`config.mk`:
```
export PLATFORM = sky130hd
export DESIGN_NAME = radix_digit_converter_top
export DESIGN_NICKNAME = d
export VERILOG_FILES = /design/src/design/rdc_pkg.sv /design/src/design/rdc_datapath.sv /design/src/design/rdc_ctrl.sv /design/src/design/radix_digit_converter_top.sv
export VERILOG_INCLUDE_DIRS = /design/src /design/src/design
export SDC_FILE = /design/constraint.sdc
export NUM_CORES = 1
export LEC_CHECK = 0
export ABC_AREA = 1
export BUFFER_PORTS_ARGS = -buffer_cell sky130_fd_sc_hd__buf_4
export CAP_MARGIN = 20
export CORE_MARGIN = 8
export CORE_UTILIZATION = 40
export CTS_CLUSTER_SIZE = 40
export DETAILED_ROUTE_END_ITERATION = 8
export PLACE_DENSITY = 0.65
export SETUP_SLACK_MARGIN = 0.05
export SKIP_CTS_REPAIR_TIMING = 1
export SYNTH_ARGS = -nofsm -noshare
export SYNTH_HDL_FRONTEND = slang
export SYNTH_SLANG_ARGS = --single-unit
```
`constraint.sdc`:
```
create_clock -name i_clk -period 2.2 [get_ports i_clk]
set_clock_uncertainty 0.1 [all_clocks]
set_input_delay 0.22 -clock i_clk [delete_from_list [all_inputs] [get_ports i_clk]]
set_output_delay 0.22 -clock i_clk [all_outputs]
set_load 0.03 [all_outputs]
```
`src/design/assert_macros.svh`:
```
// Assertion macros used by the radix digit converter controller RTL.
// Included by modules that carry concurrent checks; no other dependencies.
`ifndef ASSERT_MACROS_SVH
`define ASSERT_MACROS_SVH
`ifndef SYNTHESIS
// Check that a property holds at every rising clock edge outside reset.
`define RDC_ASSERT(lbl, clk, rst_n, prop, msg) \
    lbl: assert property (@(posedge clk) disable iff (!(rst_n)) (prop)) else $error(msg);
// Check that a condition never occurs outside reset.
`define RDC_NEVER(lbl, clk, rst_n, cond, msg) \
    lbl: assert property (@(posedge clk) disable iff (!(rst_n)) !(cond)) else $error(msg);
`else
`define RDC_ASSERT(lbl, clk, rst_n, prop, msg)
`define RDC_NEVER(lbl, clk, rst_n, cond, msg)
`endif
`endif

```
`src/design/rdc_pkg.sv`:
```
// Package for the radix digit converter: field widths and the command/status
// structs between controller and datapath. No dependencies.
package rdc_pkg;

    localparam int VALUE_W    = 31;
    localparam int BASE_W     = 6;
    localparam int DIGIT_W    = 6;
    localparam int POS_W      = 5;
    localparam int MAX_DIGITS = 31;
    localparam int CNT_W      = $clog2(VALUE_W);
    localparam int IN_DATA_W  = ((VALUE_W + BASE_W + 7) / 8) * 8;
    localparam int OUT_DATA_W = ((DIGIT_W + POS_W + 7) / 8) * 8;

    localparam logic [BASE_W-1:0] BASE_MIN = BASE_W'(2);
    localparam logic [BASE_W-1:0] BASE_MAX = BASE_W'(36);

    // Controller to datapath
    typedef struct packed {
        logic load;        // capture value and base, clear position
        logic div_start;   // clear remainder and bit counter
        logic div_step;    // one restoring-division step
        logic emit_digit;  // present remainder at current position, advance position
        logic emit_last;   // present final digit
        logic emit_err;    // present error word
    } t_dp_cmd;

    // Datapath to controller
    typedef struct packed {
        logic base_bad;    // base outside 2..36
        logic n_lt_b;      // running quotient below base
        logic at_max;      // position reached the last allowed digit
        logic div_last;    // current division step is the final one
        logic out_free;    // output register can take a word this cycle
    } t_dp_stat;

endpackage

```
`src/design/rdc_datapath.sv`:
```
// Datapath of the radix digit converter: running quotient, bit-serial
// restoring divider, position counter and output register. Uses rdc_pkg.
module rdc_datapath
    import rdc_pkg::*;
(
    input  logic                 i_clk,
    input  logic                 i_rst_n,
    input  logic [VALUE_W-1:0]   i_value,
    input  logic [BASE_W-1:0]    i_base,
    input  t_dp_cmd              i_cmd,
    output t_dp_stat             o_stat,
    input  logic                 i_out_ready,
    output logic                 o_out_valid,
    output logic [DIGIT_W-1:0]   o_digit,
    output logic [POS_W-1:0]     o_pos,
    output logic                 o_last,
    output logic                 o_error
);

    logic [VALUE_W-1:0] r_n;
    logic [BASE_W-1:0]  r_b;
    logic [BASE_W-1:0]  r_rem;
    logic [POS_W-1:0]   r_pos;
    logic [CNT_W-1:0]   r_cnt;
    logic               r_out_valid;
    logic [DIGIT_W-1:0] r_out_digit;
    logic [POS_W-1:0]   r_out_pos;
    logic               r_out_last;
    logic               r_out_err;

    logic [BASE_W:0]    rem_shift;
    logic [BASE_W:0]    rem_diff;
    logic               rem_ge;
    logic [DIGIT_W-1:0] last_digit;

    always_comb begin
        rem_shift = {r_rem, r_n[VALUE_W-1]};
        rem_diff  = rem_shift - {1'b0, r_b};
        rem_ge    = rem_shift >= {1'b0, r_b};
        // saturate when the digit budget runs out before the quotient is small
        if (r_n >= VALUE_W'(r_b)) begin
            last_digit = DIGIT_W'(r_b - BASE_W'(1));
        end else begin
            last_digit = DIGIT_W'(r_n);
        end
    end

    assign o_stat.base_bad = (r_b < BASE_MIN) || (r_b > BASE_MAX);
    assign o_stat.n_lt_b   = r_n < VALUE_W'(r_b);
    assign o_stat.at_max   = r_pos == POS_W'(MAX_DIGITS - 1);
    assign o_stat.div_last = r_cnt == CNT_W'(VALUE_W - 1);
    assign o_stat.out_free = !r_out_valid || i_out_ready;

    always_ff @(posedge i_clk) begin
        if (i_cmd.load) begin
            r_n   <= i_value;
            r_b   <= i_base;
            r_pos <= '0;
        end
        if (i_cmd.div_start) begin
            r_rem <= '0;
            r_cnt <= '0;
        end
        if (i_cmd.div_step) begin
            // shift dividend out the top, quotient bit in at the bottom
            r_n   <= {r_n[VALUE_W-2:0], rem_ge};
            r_rem <= rem_ge ? rem_diff[BASE_W-1:0] : rem_shift[BASE_W-1:0];
            r_cnt <= r_cnt + CNT_W'(1);
        end
        if (i_cmd.emit_digit) begin
            r_pos <= r_pos + POS_W'(1);
        end
    end

    always_ff @(posedge i_clk) begin
        if (!i_rst_n) begin
            r_out_valid <= 1'b0;
        end else if (i_cmd.emit_digit || i_cmd.emit_last || i_cmd.emit_err) begin
            r_out_valid <= 1'b1;
        end else if (i_out_ready) begin
            r_out_valid <= 1'b0;
        end
    end

    always_ff @(posedge i_clk) begin
        if (i_cmd.emit_digit) begin
            r_out_digit <= DIGIT_W'(r_rem);
            r_out_pos   <= r_pos;
            r_out_last  <= 1'b0;
            r_out_err   <= 1'b0;
        end else if (i_cmd.emit_last) begin
            r_out_digit <= last_digit;
            r_out_pos   <= r_pos;
            r_out_last  <= 1'b1;
            r_out_err   <= 1'b0;
        end else if (i_cmd.emit_err) begin
            r_out_digit <= '0;
            r_out_pos   <= '0;
            r_out_last  <= 1'b1;
            r_out_err   <= 1'b1;
        end
    end

    assign o_out_valid = r_out_valid;
    assign o_digit     = r_out_digit;
    assign o_pos       = r_out_pos;
    assign o_last      = r_out_last;
    assign o_error     = r_out_err;

endmodule

```
`src/design/rdc_ctrl.sv`:
```
// Controller of the radix digit converter: sequences load, division steps
// and output words. Uses rdc_pkg and assert_macros.svh.
`include "assert_macros.svh"
module rdc_ctrl
    import rdc_pkg::*;
(
    input  logic     i_clk,
    input  logic     i_rst_n,
    input  logic     i_in_valid,
    output logic     o_in_ready,
    input  t_dp_stat i_stat,
    output t_dp_cmd  o_cmd
);

    localparam logic [2:0] S_IDLE  = 3'd0;
    localparam logic [2:0] S_CHECK = 3'd1;
    localparam logic [2:0] S_DIV   = 3'd2;
    localparam logic [2:0] S_EMIT  = 3'd3;

    logic [2:0] r_state;
    logic [2:0] n_state;

    always_comb begin
        n_state    = r_state;
        o_cmd      = '0;
        o_in_ready = 1'b0;
        unique case (r_state)
            S_IDLE: begin
                o_in_ready = 1'b1;
                if (i_in_valid) begin
                    o_cmd.load = 1'b1;
                    n_state    = S_CHECK;
                end
            end
            S_CHECK: begin
                if (i_stat.base_bad) begin
                    if (i_stat.out_free) begin
                        o_cmd.emit_err = 1'b1;
                        n_state        = S_IDLE;
                    end
                end else if (i_stat.n_lt_b || i_stat.at_max) begin
                    if (i_stat.out_free) begin
                        o_cmd.emit_last = 1'b1;
                        n_state         = S_IDLE;
                    end
                end else begin
                    o_cmd.div_start = 1'b1;
                    n_state         = S_DIV;
                end
            end
            S_DIV: begin
                o_cmd.div_step = 1'b1;
                if (i_stat.div_last) begin
                    n_state = S_EMIT;
                end
            end
            S_EMIT: begin
                if (i_stat.out_free) begin
                    o_cmd.emit_digit = 1'b1;
                    n_state          = S_CHECK;
                end
            end
            default: begin
                n_state = S_IDLE;
            end
        endcase
    end

    always_ff @(posedge i_clk) begin
        if (!i_rst_n) begin
            r_state <= S_IDLE;
        end else begin
            r_state <= n_state;
        end
    end

    `RDC_ASSERT(a_emit_needs_room, i_clk, i_rst_n, (o_cmd.emit_digit || o_cmd.emit_last || o_cmd.emit_err) |-> i_stat.out_free, "output word issued while output register full")
    `RDC_ASSERT(a_one_emit, i_clk, i_rst_n, $onehot0({o_cmd.emit_digit, o_cmd.emit_last, o_cmd.emit_err}), "more than one output word issued at once")
    `RDC_ASSERT(a_div_to_emit, i_clk, i_rst_n, (r_state == S_DIV && i_stat.div_last) |=> (r_state == S_EMIT), "division did not hand over to emit")
    `RDC_NEVER(a_load_busy, i_clk, i_rst_n, o_cmd.load && (o_cmd.div_step || o_cmd.emit_digit), "load overlaps work on a previous word")

endmodule

```
`src/design/radix_digit_converter_top.sv`:
```
// Top level of the radix digit converter: stream ports around the
// controller (rdc_ctrl) and datapath (rdc_datapath). Uses rdc_pkg.
//
// Usage:
//   Input channel s_axis_*: one word carries a 31-bit value and a 6-bit base.
//   Output channel m_axis_*: one word per digit, least significant first,
//   with its position; tlast marks the most significant digit. A base
//   outside 2..36 gives a single word with tuser (error) set, tlast set,
//   and digit and position zero.
//   One input word is worked on at a time; s_axis_tready is high only
//   while the block is idle.
//   Each non-final digit passes through a check state, a 31-step
//   bit-serial restoring division and an emit state; the final digit
//   is issued from the check state that follows.
//   An input gives at most 31 digits, as a 31-bit value in base 2 does.
//   Reset (i_rst_n low, synchronous) returns the controller to idle and
//   drops any pending output word.
//   When the receiver stalls, the output register holds its word and the
//   controller waits before presenting the next digit; no word is lost.
module radix_digit_converter_top
    import rdc_pkg::*;
(
    input  logic                  i_clk,
    input  logic                  i_rst_n,
    input  logic                  s_axis_tvalid,
    output logic                  s_axis_tready,
    input  logic [IN_DATA_W-1:0]  s_axis_tdata,   // [30:0] value, [36:31] base, rest zero
    output logic                  m_axis_tvalid,
    input  logic                  m_axis_tready,
    output logic [OUT_DATA_W-1:0] m_axis_tdata,   // [5:0] digit, [10:6] digit_position, rest zero
    output logic                  m_axis_tlast,
    output logic                  m_axis_tuser    // [0] error
);

    t_dp_cmd            cmd;
    t_dp_stat           stat;
    logic [DIGIT_W-1:0] digit;
    logic [POS_W-1:0]   pos;
    logic               in_ready;

    // Controller: accepts a word only in idle, then drives divide/emit steps
    rdc_ctrl u_ctrl (
        .i_clk      (i_clk),
        .i_rst_n    (i_rst_n),
        .i_in_valid (s_axis_tvalid),
        .o_in_ready (in_ready),
        .i_stat     (stat),
        .o_cmd      (cmd)
    );

    // Datapath: holds quotient, base, remainder, position and output word
    rdc_datapath u_dp (
        .i_clk       (i_clk),
        .i_rst_n     (i_rst_n),
        .i_value     (s_axis_tdata[VALUE_W-1:0]),
        .i_base      (s_axis_tdata[VALUE_W+BASE_W-1:VALUE_W]),
        .i_cmd       (cmd),
        .o_stat      (stat),
        .i_out_ready (m_axis_tready),
        .o_out_valid (m_axis_tvalid),
        .o_digit     (digit),
        .o_pos       (pos),
        .o_last      (m_axis_tlast),
        .o_error     (m_axis_tuser)
    );

    assign s_axis_tready = in_ready;
    // Pack digit in the low bits, position above it, zero fill to bytes
    assign m_axis_tdata  = {{(OUT_DATA_W - DIGIT_W - POS_W){1'b0}}, pos, digit};

endmodule
```
==> results_dict.tcl <==
set metrics [dict create \
    run_status "finished clean" \
    wl_per_cell_um 13.5 \
    vdd_ir_drop_max_mv 0.277 \
    drtPass1Iterations 4 \
    core_area_um2 9150 \
    path_cells "ha_4 -> nand2_4 -> nor2_2 -> nor2_1 -> nor2_1 -> nor2_2 -> nand2_2 -> inv_4 -> buf_12 -> o21ai_4 -> nand2_1 -> nand3_1 -> nand2_1" \
    globalRouteTotalUtil_pct 13.0 \
    tns_ps 0 \
    grt_max_degree 48 \
    drv_slew 0 \
    hold_ws_ps 33.6 \
    io_pins 64 \
    data_required_time_at_the_worst_endpoint_ps 2200 \
    power.share.clock_pct 33.3 \
    viasPerCell 4.73 \
    clock_slew_at_the_register_clock_pins_of_the_worst_setup_and_hold_paths_ps 80 \
    dominantRegCellSynth "sky130_fd_sc_hd__edfxtp_1" \
    hold_viol_final 0 \
    die_area_um2 12700 \
    die-height_um 113 \
    wl_um 8330 \
    place.port_buffers 55 \
    power.static_leakage_nw 2.14 \
    p_per_area_nw_per_um2 584 \
    starting_density_pct 40.9 \
    period_minus_slack_ps 2150 \
    floorplan.rows 35 \
    synth_cell_types 34 \
    synth_async_sr_flop_share_pct 0 \
    peak_fanout_along_the_critical_path 6 \
    utilization_pct 52.9 \
    first_global_vias 2857 \
    final-setup-viol-count 0 \
    worstSetupEndpointType "flop" \
    max_slew.worst_pin.slew_ps 742 \
    global_route_wire_length_before_repair_um 13300 \
    min-delay-path-class "input pin to flop" \
    crit_arrival_ps 2160 \
    cts_max_path_bufs 2 \
    antennaDiodeCount 0 \
    cap_viol_max_count 0 \
    final_net_count 563 \
    detailedPlacementHpwl_um 5970 \
    drcViolationCount 0 \
    syn_avg_cell_area_um2 9.05 \
    critical_path_buf_inv_count 2 \
    cts_tree "yes" \
    critPathLaunchType "flop" \
    htreeDepth 3 \
    max_freq_mhz 465 \
    internal_power_w 0.00208 \
    ys_seq_elements 70 \
    comb_power_share_pct 12.2 \
    tritoncts_num_sinks 70 \
    synth-edff-count 64 \
    relative_slew_slack_pct 50.0 \
    yosys_warnings 0 \
    timing.critical_path.slowest_stage_cell "sky130_fd_sc_hd__edfxtp_1" \
    worst_path_dominant_cell_family "simple AND/OR/NAND/NOR gates" \
    synth_area_um2 3750 \
    dr.first_iter.drc_count 167 \
    netSwitchingFraction_pct 26.2 \
    cp_slowest_stage_delay_ps 460 \
    drive_above_1_share_pct 26.1 \
    place.gp.congestion 0.842 \
    worstSkewPairLatency_ps 350 \
    rsz0062_at_grt "yes" \
    num_vias 2915 \
    sequentialPowerShare_pct 54.4 \
    clk_root_buffer_cell "sky130_fd_sc_hd__clkbuf_8" \
    flow.area_growth_from_synthesis_pct 29.1 \
    net-switching-power_w 0.000741 \
    drt.antenna.violating_nets 0 \
    floorplan.die.width_um 113 \
    cts_inserted_buffers 9 \
    grt_antenna_before_repair 0 \
    worst-setup-path-type "flop to flop" \
    synth-seq-area-share_pct 54.5 \
    placed_cell_area_um2 4380 \
    syn_inst 414 \
    gr-total-overflow 0 \
    timing.final.crit_share_pct 97.8 \
    final_design_area_no_fill_um2 4840 \
]
[state kept, by name, indices dropped and copies added (netlist names)]
name / count
u_ctrl.r_state: 3
u_dp.o_last: 1
u_dp.r_n: 31
u_dp.o_digit: 6
u_dp.r_rem: 6
u_dp.r_pos: 5
u_dp.r_b: 6
u_dp.o_out_valid: 1
u_dp.r_cnt: 5
u_dp.o_pos: 5
u_dp.o_error: 1
[power groups by stage]
| stage | sequential [W] | clock (W) | combinational [W] |
|---|---|---|---|
| 2_1_floorplan | 0.00158 | 0 | 0.000164 |
| 5_1_grt | 0.00154 | 0.00101 | 0.000383 |
| 3_5_place_dp | 0.00157 | 0 | 0.000308 |
| 6_report | 0.00154 | 0.000941 | 0.000346 |
| 4_1_cts | 0.00154 | 0.000965 | 0.000309 |
| 3_3_place_gp | 0.00156 | 0 | 0.000302 |
[cells in the mapped netlist, types with 2 or more instances]
cell                         n  area share (%)
sky130_fd_sc_hd__nand2_1   140              14
sky130_fd_sc_hd__edfxtp_1   64              51
sky130_fd_sc_hd__nor2_1     48             4.8
sky130_fd_sc_hd__inv_1      42             4.2
sky130_fd_sc_hd__ha_1       18             6.0
sky130_fd_sc_hd__o21ai_0    15             2.0
sky130_fd_sc_hd__nand3_1    11             1.5
sky130_fd_sc_hd__a21oi_1     9             1.2
sky130_fd_sc_hd__nand4_1     7             1.2
sky130_fd_sc_hd__xor2_1      7             1.6
sky130_fd_sc_hd__dfxtp_1     6             3.2
sky130_fd_sc_hd__buf_4       5             1.0
sky130_fd_sc_hd__o21ai_1     5            0.67
sky130_fd_sc_hd__clkbuf_1    4            0.40
sky130_fd_sc_hd__buf_2       3            0.40
sky130_fd_sc_hd__nor2_2      3            0.50
sky130_fd_sc_hd__o21ai_2     3            0.70
sky130_fd_sc_hd__xnor2_1     3            0.70
sky130_fd_sc_hd__buf_1       2            0.20
sky130_fd_sc_hd__nand2_2     2            0.33
sky130_fd_sc_hd__nand3b_1    2            0.40
sky130_fd_sc_hd__nor3_1      2            0.27
sky130_fd_sc_hd__or2_0       2            0.33
[tightest hold or removal path, cell delays in order]
cell and delay, ps:
sky130_fd_sc_hd__buf_4 80, sky130_fd_sc_hd__nand2_1 40, sky130_fd_sc_hd__nand2_1 50
[cell usage in the layout (no fill, tap or decap), drive strengths merged]
cell type / n
nand2: 142
buf: 76
edfxtp: 64
nor2: 52
inv: 45
o21ai: 24
ha: 18
nand3: 13
clkbuf: 10
a21oi: 10
nand4: 7
xor2: 7
dlygate4sd3: 7
conb: 6
dfxtp: 6
xnor2: 3
or2: 3
nand3b: 2
nor3: 2
clkinvlp: 2
clkinv: 2
o211ai: 1
nor3b: 1
o21a: 1
fa: 1
[per-layer routing]
metal  global-route usage, %  up-vias  share of wire [%]
li1                        -     1513                  -
met1                    16.6     1318                 46
met2                    20.3       73                 46
met3                    3.62       11                6.3
met4                    5.67        0                1.6
met5                       0        -                  0
[cells by family (layout without fill, tap and decap cells)]
group | after synthesis | in the layout | share of synthesized area [%]
XOR/XNOR | 10 | 10 | 2.34
adder cells (fa/ha/maj) | 19 | 19 | 6.55
AND/OR/NAND/NOR | 221 | 222 | 24.4
other | 1 | 6 | 0.100
buffers and inverters | 58 | 142 | 6.65
AO/OA/AOI/OAI | 35 | 36 | 5.41
flip-flops | 70 | 70 | 54.5
[final cells by class]
cell class	count	area, µm²
fillers	833	4320
well taps	111	139
multi-input cells	293	1640
clock buffers	10	128
flip-flops and latches	70	2040
repair buffers	83	677
inverters	43	164
clock inverters	6	46.3
[per-stage QoR]
stage          worst slack, ps  total power (W)  std cells
5_1_grt                  -49.2          0.00294        616
3_5_place_dp              17.9          0.00187        588
4_1_cts                  -13.9          0.00281        604
6_report                  47.7          0.00282        616
3_3_place_gp              62.3          0.00186        588
2_1_floorplan              130          0.00174        419
[final timing paths]
check	startpoint	end	slack, ps	cells past startpoint
setup / recovery	u_dp.r_n[1]	u_dp.o_digit[1]	50	13
hold / removal	s_axis_tdata[17]	u_dp.r_n[17]	30	3
setup reg to reg	u_dp.r_n[1]	u_dp.o_digit[1]	50	13
hold reg to reg	u_dp.o_last	u_dp.o_last	370	2
(Power assumes the default switching activity.)
